==> src/rtl/core/qft_pkg.sv <==
// Shared types and constants of the quoted field tokenizer.
// No dependencies; every module of the tokenizer imports this package.
package qft_pkg;

    // Default sizing handed to the top level parameters.
    localparam int LINE_MAX_DEF   = 1024;
    localparam int MAX_FIELDS_DEF = 64;

    // Fixed widths of the payload ports.
    localparam int CH_W     = 8;
    localparam int START_W  = 10;
    localparam int LEN_W    = 10;
    localparam int INDEX_W  = 6;
    localparam int COUNT_W  = 7;

    // Configuration port.
    localparam int CFG_IDX_W  = 3;
    localparam int CFG_DATA_W = 8;

    typedef enum logic [CFG_IDX_W-1:0] {
        REG_DELIM_A          = 3'd0,
        REG_DELIM_B          = 3'd1,
        REG_DELIM_C          = 3'd2,
        REG_DELIM_D          = 3'd3,
        REG_DROP_EMPTY       = 3'd4,
        REG_STRIP_QUOTES     = 3'd5,
        REG_KEEP_FINAL_EMPTY = 3'd6
    } qft_reg_idx_t;

    localparam logic [CH_W-1:0] QUOTE_CH = 8'd34;
    localparam logic [CH_W-1:0] EOL_CH   = 8'd0;

    typedef struct packed {
        logic [CH_W-1:0] delim_a;
        logic [CH_W-1:0] delim_b;
        logic [CH_W-1:0] delim_c;
        logic [CH_W-1:0] delim_d;
        logic            drop_empty;
        logic            strip_quotes;
        logic            keep_final_empty;
    } qft_cfg_t;

    typedef struct packed {
        logic               field_valid;
        logic [START_W-1:0] field_start;
        logic [LEN_W-1:0]   field_length;
        logic [INDEX_W-1:0] field_index;
        logic               line_done;
        logic [COUNT_W-1:0] field_count;
        logic               overflow;
    } qft_result_t;

endpackage

==> src/rtl/core/qft_cfg.sv <==
// Configuration registers of the quoted field tokenizer.
// Depends on qft_pkg.
module qft_cfg (
    input  logic                           clk,
    input  logic                           rst_n,
    input  logic                           cfg_write,
    input  logic [qft_pkg::CFG_IDX_W-1:0]  cfg_index,
    input  logic [qft_pkg::CFG_DATA_W-1:0] cfg_data,
    output qft_pkg::qft_cfg_t              cfg
);
    import qft_pkg::*;

    qft_cfg_t cfg_reg;
    qft_cfg_t cfg_next;

    always_comb
    begin
        cfg_next = cfg_reg;
        if (cfg_write)
        begin
            unique case (qft_reg_idx_t'(cfg_index))
                REG_DELIM_A:          cfg_next.delim_a          = cfg_data;
                REG_DELIM_B:          cfg_next.delim_b          = cfg_data;
                REG_DELIM_C:          cfg_next.delim_c          = cfg_data;
                REG_DELIM_D:          cfg_next.delim_d          = cfg_data;
                REG_DROP_EMPTY:       cfg_next.drop_empty       = cfg_data[0];
                REG_STRIP_QUOTES:     cfg_next.strip_quotes     = cfg_data[0];
                REG_KEEP_FINAL_EMPTY: cfg_next.keep_final_empty = cfg_data[0];
                default:              cfg_next = cfg_reg;
            endcase
        end
    end

    always_ff @(posedge clk or negedge rst_n)
    begin
        if (!rst_n)
        begin
            cfg_reg.delim_a          <= 8'd32;
            cfg_reg.delim_b          <= 8'd10;
            cfg_reg.delim_c          <= 8'd0;
            cfg_reg.delim_d          <= 8'd0;
            cfg_reg.drop_empty       <= 1'b1;
            cfg_reg.strip_quotes     <= 1'b1;
            cfg_reg.keep_final_empty <= 1'b0;
        end
        else
        begin
            cfg_reg <= cfg_next;
        end
    end

    assign cfg = cfg_reg;

endmodule

==> src/rtl/core/qft_scan.sv <==
// Input register, per-line scanner state and field result logic.
// Depends on qft_pkg; feeds qft_outq.
module qft_scan #(
    parameter int LINE_MAX   = qft_pkg::LINE_MAX_DEF,
    parameter int MAX_FIELDS = qft_pkg::MAX_FIELDS_DEF
) (
    input  logic                     clk,
    input  logic                     rst_n,
    input  qft_pkg::qft_cfg_t        cfg,
    input  logic                     in_valid,
    output logic                     in_stall,
    input  logic [qft_pkg::CH_W-1:0] ch,
    input  logic                     room,
    output logic                     push,
    output qft_pkg::qft_result_t     result
);
    import qft_pkg::*;

    localparam int POS_W    = $clog2(LINE_MAX);
    localparam int FS_W     = $clog2(MAX_FIELDS + 1);
    localparam int WIDE_W   = (POS_W + 1 > START_W) ? POS_W + 1 : START_W;
    localparam int FSWIDE_W = (FS_W > COUNT_W) ? FS_W : COUNT_W;
    localparam logic [POS_W-1:0] LAST_POS = POS_W'(LINE_MAX - 1);
    localparam logic [FS_W-1:0]  FS_MAX   = FS_W'(MAX_FIELDS);

    // input register
    logic            hold_vld_reg;
    logic [CH_W-1:0] ch_reg;
    logic            fire;

    // line state
    logic [POS_W-1:0] position_reg,       position_next;
    logic [POS_W-1:0] field_begin_reg,    field_begin_next;
    logic             quote_first_reg,    quote_first_next;
    logic             inside_quotes_reg,  inside_quotes_next;
    logic             close_pending_reg,  close_pending_next;
    logic [POS_W-1:0] close_position_reg, close_position_next;
    logic [FS_W-1:0]  fields_seen_reg,    fields_seen_next;
    logic             overflowed_reg,     overflowed_next;
    logic             stripped_reg,       stripped_next;

    logic              is_eol, is_quote, is_delim, at_limit, nonempty, kept;
    logic              strip_now, strip_eff, emit_strip, quote_first_eff;
    logic [WIDE_W-1:0] pos_w, fb_w, fb1_w, cp_w, start_w, len_w;
    logic [FS_W-1:0]   fs_plus;
    logic [FSWIDE_W-1:0] idx_w, cnt_w;

    assign fire     = hold_vld_reg && room;
    assign in_stall = hold_vld_reg && !room;

    always_ff @(posedge clk or negedge rst_n)
    begin
        if (!rst_n)
        begin
            hold_vld_reg <= 1'b0;
        end
        else if (in_valid && !in_stall)
        begin
            hold_vld_reg <= 1'b1;
        end
        else if (fire)
        begin
            hold_vld_reg <= 1'b0;
        end
    end

    always_ff @(posedge clk)
    begin
        if (in_valid && !in_stall)
        begin
            ch_reg <= ch;
        end
    end

    // character classes
    assign is_eol   = (ch_reg == EOL_CH);
    assign is_quote = (ch_reg == QUOTE_CH);
    assign is_delim = !is_eol && (ch_reg == cfg.delim_a || ch_reg == cfg.delim_b ||
                                  ch_reg == cfg.delim_c || ch_reg == cfg.delim_d);
    assign at_limit = (position_reg == LAST_POS);
    assign nonempty = (position_reg != field_begin_reg);
    assign kept     = (fields_seen_reg < FS_MAX);

    // a closing quote is confirmed by a delimiter or by the line end
    assign strip_now       = close_pending_reg && is_delim;
    assign strip_eff       = stripped_reg || strip_now;
    assign quote_first_eff = quote_first_reg && !strip_now;
    assign emit_strip      = is_eol ? (stripped_reg || close_pending_reg) : strip_eff;

    // field span
    assign pos_w   = WIDE_W'(position_reg);
    assign fb_w    = WIDE_W'(field_begin_reg);
    assign fb1_w   = fb_w + WIDE_W'(1);
    assign cp_w    = WIDE_W'(close_position_reg);
    assign start_w = emit_strip ? fb1_w : fb_w;
    assign len_w   = emit_strip ? ((cp_w >= fb1_w) ? cp_w - fb1_w : '0) : pos_w - fb_w;
    assign fs_plus = fields_seen_reg + FS_W'(1);
    assign idx_w   = FSWIDE_W'(fields_seen_reg);

    always_comb
    begin
        position_next       = position_reg;
        field_begin_next    = field_begin_reg;
        quote_first_next    = quote_first_reg;
        inside_quotes_next  = inside_quotes_reg;
        close_pending_next  = close_pending_reg;
        close_position_next = close_position_reg;
        fields_seen_next    = fields_seen_reg;
        overflowed_next     = overflowed_reg;
        stripped_next       = stripped_reg;
        result              = '0;
        push                = 1'b0;
        cnt_w               = '0;

        if (fire)
        begin
            if (is_eol)
            begin
                if (emit_strip || nonempty || cfg.keep_final_empty)
                begin
                    if (kept)
                    begin
                        result.field_valid  = 1'b1;
                        result.field_start  = start_w[START_W-1:0];
                        result.field_length = len_w[LEN_W-1:0];
                        result.field_index  = idx_w[INDEX_W-1:0];
                        cnt_w               = FSWIDE_W'(fs_plus);
                    end
                    else
                    begin
                        cnt_w = FSWIDE_W'(fields_seen_reg);
                    end
                    result.overflow = overflowed_reg || !kept;
                end
                else
                begin
                    cnt_w           = FSWIDE_W'(fields_seen_reg);
                    result.overflow = overflowed_reg;
                end
                result.line_done   = 1'b1;
                result.field_count = cnt_w[COUNT_W-1:0];
                push               = 1'b1;
                position_next       = '0;
                field_begin_next    = '0;
                quote_first_next    = 1'b0;
                inside_quotes_next  = 1'b0;
                close_pending_next  = 1'b0;
                close_position_next = '0;
                fields_seen_next    = '0;
                overflowed_next     = 1'b0;
                stripped_next       = 1'b0;
            end
            else if (!at_limit)
            begin
                close_pending_next = 1'b0;
                stripped_next      = strip_eff;
                quote_first_next   = quote_first_eff;
                if (inside_quotes_reg)
                begin
                    if (is_quote)
                    begin
                        inside_quotes_next = 1'b0;
                        if (cfg.strip_quotes && quote_first_eff && !strip_eff)
                        begin
                            close_pending_next  = 1'b1;
                            close_position_next = position_reg;
                        end
                    end
                end
                else if (is_quote)
                begin
                    if (!nonempty && !strip_eff)
                    begin
                        quote_first_next = 1'b1;
                    end
                    inside_quotes_next = 1'b1;
                end
                else if (is_delim)
                begin
                    if (strip_eff || nonempty || !cfg.drop_empty)
                    begin
                        if (kept)
                        begin
                            result.field_valid  = 1'b1;
                            result.field_start  = start_w[START_W-1:0];
                            result.field_length = len_w[LEN_W-1:0];
                            result.field_index  = idx_w[INDEX_W-1:0];
                            fields_seen_next    = fs_plus;
                            push                = 1'b1;
                        end
                        else
                        begin
                            overflowed_next = 1'b1;
                        end
                    end
                    field_begin_next = position_reg + POS_W'(1);
                    quote_first_next = 1'b0;
                    stripped_next    = 1'b0;
                end
                position_next = position_reg + POS_W'(1);
            end
        end
    end

    always_ff @(posedge clk or negedge rst_n)
    begin
        if (!rst_n)
        begin
            position_reg       <= '0;
            field_begin_reg    <= '0;
            quote_first_reg    <= 1'b0;
            inside_quotes_reg  <= 1'b0;
            close_pending_reg  <= 1'b0;
            close_position_reg <= '0;
            fields_seen_reg    <= '0;
            overflowed_reg     <= 1'b0;
            stripped_reg       <= 1'b0;
        end
        else
        begin
            position_reg       <= position_next;
            field_begin_reg    <= field_begin_next;
            quote_first_reg    <= quote_first_next;
            inside_quotes_reg  <= inside_quotes_next;
            close_pending_reg  <= close_pending_next;
            close_position_reg <= close_position_next;
            fields_seen_reg    <= fields_seen_next;
            overflowed_reg     <= overflowed_next;
            stripped_reg       <= stripped_next;
        end
    end

endmodule

==> src/rtl/core/qft_outq.sv <==
// Two-entry result queue: output register plus skid slot.
// Depends on qft_pkg.
module qft_outq (
    input  logic                 clk,
    input  logic                 rst_n,
    input  logic                 push,
    input  qft_pkg::qft_result_t din,
    output logic                 room,
    output logic                 out_valid,
    input  logic                 out_stall,
    output qft_pkg::qft_result_t dout
);
    import qft_pkg::*;

    localparam logic [1:0] OCC_EMPTY = 2'd0;
    localparam logic [1:0] OCC_ONE   = 2'd1;
    localparam logic [1:0] OCC_FULL  = 2'd2;

    logic [1:0]  occ_reg, occ_next;
    qft_result_t head_reg, head_next;
    qft_result_t skid_reg, skid_next;
    logic        pop;

    assign out_valid = (occ_reg != OCC_EMPTY);
    assign room      = (occ_reg != OCC_FULL);
    assign pop       = out_valid && !out_stall;
    assign dout      = head_reg;

    always_comb
    begin
        occ_next  = occ_reg;
        head_next = head_reg;
        skid_next = skid_reg;
        priority if (occ_reg == OCC_EMPTY)
        begin
            if (push)
            begin
                head_next = din;
                occ_next  = OCC_ONE;
            end
        end
        else if (occ_reg == OCC_ONE)
        begin
            if (push && pop)
            begin
                head_next = din;
            end
            else if (push)
            begin
                skid_next = din;
                occ_next  = OCC_FULL;
            end
            else if (pop)
            begin
                occ_next = OCC_EMPTY;
            end
        end
        else
        begin
            if (pop)
            begin
                head_next = skid_reg;
                occ_next  = OCC_ONE;
            end
        end
    end

    always_ff @(posedge clk or negedge rst_n)
    begin
        if (!rst_n)
        begin
            occ_reg <= OCC_EMPTY;
        end
        else
        begin
            occ_reg <= occ_next;
        end
    end

    always_ff @(posedge clk)
    begin
        head_reg <= head_next;
        skid_reg <= skid_next;
    end

endmodule

==> src/rtl/core/quoted_field_tokenizer.sv <==
// Quoted field tokenizer, top level. Path: a transfer on the input is captured in the
// input register, then the scan logic writes its result into the result queue.
// Throughput: one character per cycle; the input
// register holds only while the two-entry result queue is full.
// Reset (rst_n, async, active low) loads the register defaults, clears the line
// state and empties the result queue. Depends on qft_pkg, qft_cfg, qft_scan, qft_outq.
module quoted_field_tokenizer #(
    parameter int LINE_MAX   = qft_pkg::LINE_MAX_DEF,
    parameter int MAX_FIELDS = qft_pkg::MAX_FIELDS_DEF
) (
    input  logic                              clk,
    input  logic                              rst_n,
    // configuration write port
    input  logic                              cfg_write,
    input  logic [qft_pkg::CFG_IDX_W-1:0]     cfg_index,
    input  logic [qft_pkg::CFG_DATA_W-1:0]    cfg_data,
    // character input
    input  logic                              in_valid,
    output logic                              in_stall,
    input  logic [qft_pkg::CH_W-1:0]          ch,
    // field results
    output logic                              out_valid,
    input  logic                              out_stall,
    output logic                              field_valid,
    output logic [qft_pkg::START_W-1:0]       field_start,
    output logic [qft_pkg::LEN_W-1:0]         field_length,
    output logic [qft_pkg::INDEX_W-1:0]       field_index,
    output logic                              line_done,
    output logic [qft_pkg::COUNT_W-1:0]       field_count,
    output logic                              overflow
);
    import qft_pkg::*;

    qft_cfg_t    cfg;
    qft_result_t scan_result;
    qft_result_t head;
    logic        push;
    logic        room;

    // Delimiter set and mode bits; the user must write them only while idle, the block does not enforce it.
    qft_cfg u_cfg (
        .clk       (clk),
        .rst_n     (rst_n),
        .cfg_write (cfg_write),
        .cfg_index (cfg_index),
        .cfg_data  (cfg_data),
        .cfg       (cfg)
    );

    // One character per transfer: quote tracking, pending strip decision and
    // field bookkeeping all settle combinationally from the input register.
    qft_scan #(
        .LINE_MAX   (LINE_MAX),
        .MAX_FIELDS (MAX_FIELDS)
    ) u_scan (
        .clk      (clk),
        .rst_n    (rst_n),
        .cfg      (cfg),
        .in_valid (in_valid),
        .in_stall (in_stall),
        .ch       (ch),
        .room     (room),
        .push     (push),
        .result   (scan_result)
    );

    // Output register plus skid slot, so the scanner keeps taking characters
    // while a result waits to be transferred.
    qft_outq u_outq (
        .clk       (clk),
        .rst_n     (rst_n),
        .push      (push),
        .din       (scan_result),
        .room      (room),
        .out_valid (out_valid),
        .out_stall (out_stall),
        .dout      (head)
    );

    assign field_valid  = head.field_valid;
    assign field_start  = head.field_start;
    assign field_length = head.field_length;
    assign field_index  = head.field_index;
    assign line_done    = head.line_done;
    assign field_count  = head.field_count;
    assign overflow     = head.overflow;

    // Line totals only appear on the line end result.
    a_totals_on_eol: assert property (@(posedge clk) disable iff (!rst_n)
        out_valid && !line_done |-> field_count == '0 && !overflow)
        else $error("line totals outside line end");

    // A mid-line result always carries a field.
    a_midline_field: assert property (@(posedge clk) disable iff (!rst_n)
        out_valid && !line_done |-> field_valid)
        else $error("empty result before line end");

    // Results without a field carry zero span and index.
    a_empty_zero: assert property (@(posedge clk) disable iff (!rst_n)
        out_valid && !field_valid |->
            field_start == '0 && field_length == '0 && field_index == '0)
        else $error("span on a result without field");

    // The scanner never writes a result into a full queue.
    a_no_push_full: assert property (@(posedge clk) disable iff (!rst_n)
        push |-> room)
        else $error("result written into full queue");

endmodule

==> config.mk <==
export PLATFORM = sky130hd
export DESIGN_NAME = quoted_field_tokenizer
export DESIGN_NICKNAME = d
export VERILOG_FILES = /design/src/rtl/core/qft_pkg.sv /design/src/rtl/core/qft_cfg.sv /design/src/rtl/core/qft_scan.sv /design/src/rtl/core/qft_outq.sv /design/src/rtl/core/quoted_field_tokenizer.sv
export SDC_FILE = /design/constraint.sdc
export NUM_CORES = 1
export LEC_CHECK = 0
export BUFFER_PORTS_ARGS = -buffer_cell sky130_fd_sc_hd__buf_2
export CORE_MARGIN = 8
export CORE_UTILIZATION = 34
export DETAILED_ROUTE_END_ITERATION = 8
export HOLD_SLACK_MARGIN = 0.06
export SETUP_SLACK_MARGIN = 0.05
export SYNTH_ARGS = -nofsm -noshare
export SYNTH_HDL_FRONTEND = slang
export SYNTH_SLANG_ARGS = --single-unit
==> constraint.sdc <==
create_clock -name clk -period 3.9 [get_ports clk]
set_input_delay 0.78 -clock clk [delete_from_list [all_inputs] [get_ports clk]]
set_output_delay 0.78 -clock clk [all_outputs]
set_load 0.01 [all_outputs]
Yosys cells after proc, flatten, opt, wreduce, memory -nomap -nowiden
Cells that the tools add are included.

storage, ports and cells
  flip-flop bits (word level) = 160
  output and inout port bits = 38
  word-level logic and storage cells = 206

operators by class
  $add $sub $neg = 5
  $lt $le $gt $ge = 2
  equal/unequal tests = 22
  mux-type cells = 85
  bitwise operators = 2
  reductions and logical operators = 57

operator list
  kind                                                   number
  two-way mux 27 bit                                     8
  two-way mux 36 bit                                     6
  two-way mux 10 bit                                     15
  two-way mux 7 bit                                      8
  two-way mux 1 bit                                      40
  == test 8 bit                                          4
  subtractor 10 bit                                      2
  AND reduction 2 bit                                    8
  nonzero test 2 bit                                     8
  two-way mux 2 bit                                      7
  adder 10 x 1 -> 11 bit, second input constant          1
  greater-or-equal comparator 10 x 11 -> 1 bit           1
  logical AND 1 bit                                      11
  adder 10 x 1 -> 10 bit, second input constant          1
  == test 10 bit, second input constant                  1
  logical OR 1 bit                                       10
  inequality test 10 bit                                 1
  AND reduction 5 bit                                    2
  == test 3 bit, second input constant                   3
  zero test 1 bit                                        9
  two-way mux 9 bit                                      1
  == test 8 x 6 -> 1 bit, second input constant          1
  zero test 8 bit                                        1
  inequality test 2 x 1 -> 1 bit, second input constant  4
  15 further kinds                                       20

Longest topological paths before layout
  depth after elaboration = 20
  mapped depth = 12
  depth with buffers taken out = 12

Modules after synthesis
Synthesis repeated with hierarchy kept, for this count alone.

second synthesis, totals
  cell total of the unflattened synthesis = 719
  area, all modules = 8565.7 um^2

modules (own cells, without submodules)
  module    times used  cells an instance  area an instance (um^2)  sequential area each (um^2)
  qft_scan  1           513                4276.6                   1316.3
  qft_outq  1           127                2911.5                   2212.1
  qft_cfg   1           79                 1377.6                   882.1

Worst setup path before layout
Ideal clock, no wire load.

  path kind = flip-flop to flip-flop
  start point = register u_scan.ch_reg[7]
  end point = register u_outq.head_reg (netlist bit u_outq.dout[0]), enable pin
  setup time = 0.441 ns
  data arrival time = 3.717 ns
  slack = -0.258 ns
  stages on the path, launching flop included = 11
  buffers on the path = 2
  path through = edfxtp_1 buf_2 xor2_1 nor4_1 nand2_1 and4_1 buf_6 o41ai_2 o211a_1 nor2_1 a21oi_1

between the ends
  cells in the longest elaborated chain, start to end = 19

ends and longest elaborated chain
  item                                      RTL line         source
  start, declared                           qft_scan.sv:28   logic [CH_W-1:0] ch_reg;
  start signal, assigned                    qft_scan.sv:71   ch_reg <= ch;
  == test 8 bit                             qft_scan.sv:78   assign is_delim = !is_eol && (ch_reg == cfg.delim_a || ch_reg == cfg.delim_b ||
  logical OR 1 bit (2 in a row)             qft_scan.sv:78
  logical OR 1 bit                          qft_scan.sv:79   ch_reg == cfg.delim_c || ch_reg == cfg.delim_d);
  logical AND 1 bit                         qft_scan.sv:78
  logical AND 1 bit                         qft_scan.sv:85   assign strip_now = close_pending_reg && is_delim;
  logical OR 1 bit                          qft_scan.sv:86   assign strip_eff = stripped_reg || strip_now;
  logical OR 1 bit (2 in a row)             qft_scan.sv:180  if (strip_eff || nonempty || !cfg.drop_empty)
  two-way mux 1 bit                         qft_scan.sv:180
  two-way mux 1 bit                         qft_scan.sv:178  else if (is_delim)
  two-way mux 1 bit                         qft_scan.sv:170  else if (is_quote)
  two-way mux 1 bit                         qft_scan.sv:158  if (inside_quotes_reg)
  two-way mux 1 bit                         qft_scan.sv:153  else if (!at_limit)
  two-way mux 1 bit *                       qft_scan.sv:117  if (is_eol)
  two-way mux 1 bit *                       qft_scan.sv:115  if (fire)
  logical AND 1 bit                         qft_outq.sv:44   if (push && pop)
  inequality test 3 x 2 -> 1 bit (no line)  --
  AND reduction 3 bit (no line) *           --
  end signal, assigned                      qft_outq.sv:82   head_reg <= head_next;
  end, declared                             qft_outq.sv:20   qft_result_t head_reg, head_next;

Every way passes the cells marked *; elsewhere a longest branch is shown, timed or not.
A chain may end at the register's enable or synchronous reset.

==> qor.yml <==
clock_network:
  clkLatencyLatePin_ns: 0.43
  cts_tree: "yes"
  clk_root_buffer_cell: "clkbuf_16"
  clkSinkCount: 160
  ctsHoldBuffers: 0
  cts_buffer_depth: 2
  path_clk_slew_ns: 0.08
  post_cts_buffers: 0
  htreeDepth: 4
  cts_buffers: 17
  cts_resized: 0
worst_setup_path:
  crit_path_start_kind: "flip-flop"
  path_delay_family: "compound AO/OA/AOI/OAI gates"
  path_class: "reg2reg"
  rrSetupSlack_ns: 0.52
  critPathSlowestCell: "dfrtp_1"
  critPathRequiredTime_ns: 4.08
  critical_path.cell_chain: "ha_1 > nand3_1 > nor4_1 > xnor2_1 > ha_1 > a21oi_1 > nand2_1 > o21a_1 > o21ai_0 > a211oi_4 > a22oi_1 > o21ai_2"
  worst-path-buf-inv: 0
  max_stage_delay_ns: 0.42
  crit_fanout: 10
  path_common_cell: "ha_1"
  critPathArrivalTime_ns: 3.56
  crit_path_end_kind: "flip-flop"
place:
  place_inst: 1152
  hpwl_um: 14400
  dpl_worst_slack_ns: 0.526
  io_buffers: 61
  finalWeightedCongestion: 0.828
grt:
  grt_util_all_layers_pct: 13.4
  grt_max_degree: 67
  antenna_found_initial: 0
  first_global_vias: 6009
  grt_pass1_wl_um: 32800
  grt_overflow: 0
job:
  cap_violations: 0
timing:
  timing.fmax_mhz: 296
  worst_pin_slew_ns: 0.781
  fin_setup_tns_ns: 0
  fin_crit_sh_pct: 86.7
  finalHoldViolCount: 0
  relSlewSlack_pct: 47.9
  setup_viol: 0
  fin_crit_ns: 3.38
  clock_skew_ns: 0.0146
  rsz0062_at_grt: "false"
  finalMaxSlewViolations: 0
  fin_ws_ns: 0.517
  finalHoldWorstSlack_ns: 0.422
pwr:
  peakVddDrop_uv: 257
  cellLeakagePower_nw: 3.78
  powerDensity_mw_per_mm2: 520
run_status:
  outcome: "complete, no violations"
floorplan:
  die_h_um: 174
  die_w_um: 174
  core-area_mm2: 0.0248
  ios: 62
  fp.dieArea_mm2: 0.0303
  start_util_pct: 34.2
  fp-row-count: 58
synth:
  synth_cell_types: 66
  async_reset_ff_share_pct: 50.0
  syn_avg_cell_area_um2: 10.8
  synth_cells: 785
  yosysSeqAreaShare_pct: 51.9
  syn_nets: 834
  synth-seq-cells: 160
  netlist_area_mm2: 0.00849
  synth_edf_count: 80
  synth_ff_type: "edfxtp_1"
  yosysWarnings: 0
drt:
  post_drt_wl_per_cell_um: 16.5
  vias_per_cell: 4.99
  wirelength_um: 19500
  route.detailed.drc: 0
  dr.pass1.iters: 5
  vias: 5907
  drt-initial-drc-count: 459
  antenna_left: 0
cells_and_area:
  layout_commonest_cell: "nand2_1"
  area_delta_synth_final_pct: 14.3
  layout.cells.non_filler: 1184
  drive_gt1_share_pct: 21.0
  final_cell_mix: "nand2_1, edfxtp_1, dfrtp_1"
  postLayoutCoreUtil_pct: 39.1
  diodes: 0
  final_net_count: 890
worst_hold_path:
  hp-class: "in2async"
-- path summary, 6_finish.rpt --
check | startpoint | to | depth (start not counted)
min reg2reg | u_cfg.cfg[0]$_DFFE_PN0P_ | u_cfg.cfg[0]$_DFFE_PN0P_ | 1
max in group asynchronous | rst_n | u_cfg.cfg[22]$_DFFE_PN1P_ | 2
min in group clk | u_cfg.cfg[0]$_DFFE_PN0P_ | u_cfg.cfg[0]$_DFFE_PN0P_ | 1
min | rst_n | u_cfg.cfg[5]$_DFFE_PN0P_ | 1
max | u_scan.field_begin_reg[1]$_DFFE_PN0P_ | u_outq.dout[22]$_DFFE_PP_ | 12
max reg2reg | u_scan.field_begin_reg[1]$_DFFE_PN0P_ | u_outq.dout[22]$_DFFE_PP_ | 12
-- through the flow --
step / power, W / instance area [µm²]
after floorplan: 0.00312 / 8500
after global placement: 0.00348 / 9160
after detailed placement: 0.00349 / 9160
after CTS: 0.00509 / 9710
after global routing: 0.00536 / 9710
final: 0.00504 / 9710
-- cell families after synthesis --
kind of cell	synth area share (%)
adder cells (fa/ha/maj)	3.86
XOR/XNOR	7.82
buffers and inverters	3.93
AND/OR/NAND/NOR	15.0
AO/OA/AOI/OAI	12.6
flip-flops	51.9
multiplexers	4.88
-- synthesized netlist by cell type (4+ instances only) --
cell type  number  area share, %
and2_1          4           0.29
o21a_1          4           0.35
edfxtp_1       80             28
nor4_1         12           0.88
a21oi_1        21            1.2
clkbuf_1       19           0.84
nor2_1         69            3.0
a21o_1          5           0.44
xor2_1         45            4.6
nor2b_1        12           0.88
nand2b_1        6           0.44
nand2_1        91            4.0
dfrtp_1        75             22
mux2_2         35            4.6
dfstp_2         5            1.5
xnor2_1        29            3.0
buf_4           5           0.44
nand4_1        14            1.0
nor3_1          6           0.35
o31ai_1        31            2.7
ha_1           23            3.4
o21ai_0        49            2.9
o21ai_2         9           0.93
nand4b_1        4           0.41
buf_2          12           0.71
buf_6           4           0.53
a22oi_1         9           0.80
inv_1          31            1.4
and3_1          8           0.59
nand3_1        16           0.94
-- power breakdown --
part / leakage, nW / switching, W / internal [W]
Sequential: 1.78 / 0.000159 / 0.00192
Clock: 0.266 / 0.000746 / 0.000839
Combinational: 1.73 / 0.000786 / 0.000591
-- worst reg2reg max path, cell delays in order (launching register included) --
cell and delay (ns):
dfrtp_1 0.42, ha_1 0.26, nand3_1 0.16, nor4_1 0.41, xnor2_1 0.12, ha_1 0.37
a21oi_1 0.20, nand2_1 0.08, o21a_1 0.19, o21ai_0 0.30, a211oi_4 0.17, a22oi_1 0.33
o21ai_2 0.09
-- per-layer routing --
layer | wire length, µm | GRT usage [%] | up-vias
met2 | 8750 | 20.4 | 130
met3 | 908 | 3.06 | 19
li1 | - | - | 2922
met1 | 9560 | 18.3 | 2836
met4 | 326 | 4.63 | 0
met5 | 0 | 0 | -
-- final cells by class --
type,instances,area (µm²)
clock inverter,14,125
fill,2423,15100
inverter,31,116
clock buffer,18,429
multi-input combinational,553,3770
tap,330,413
sequential,160,4410
timing repair buffer,78,448
No activity file was read; power rests on OpenSTA's default activity.
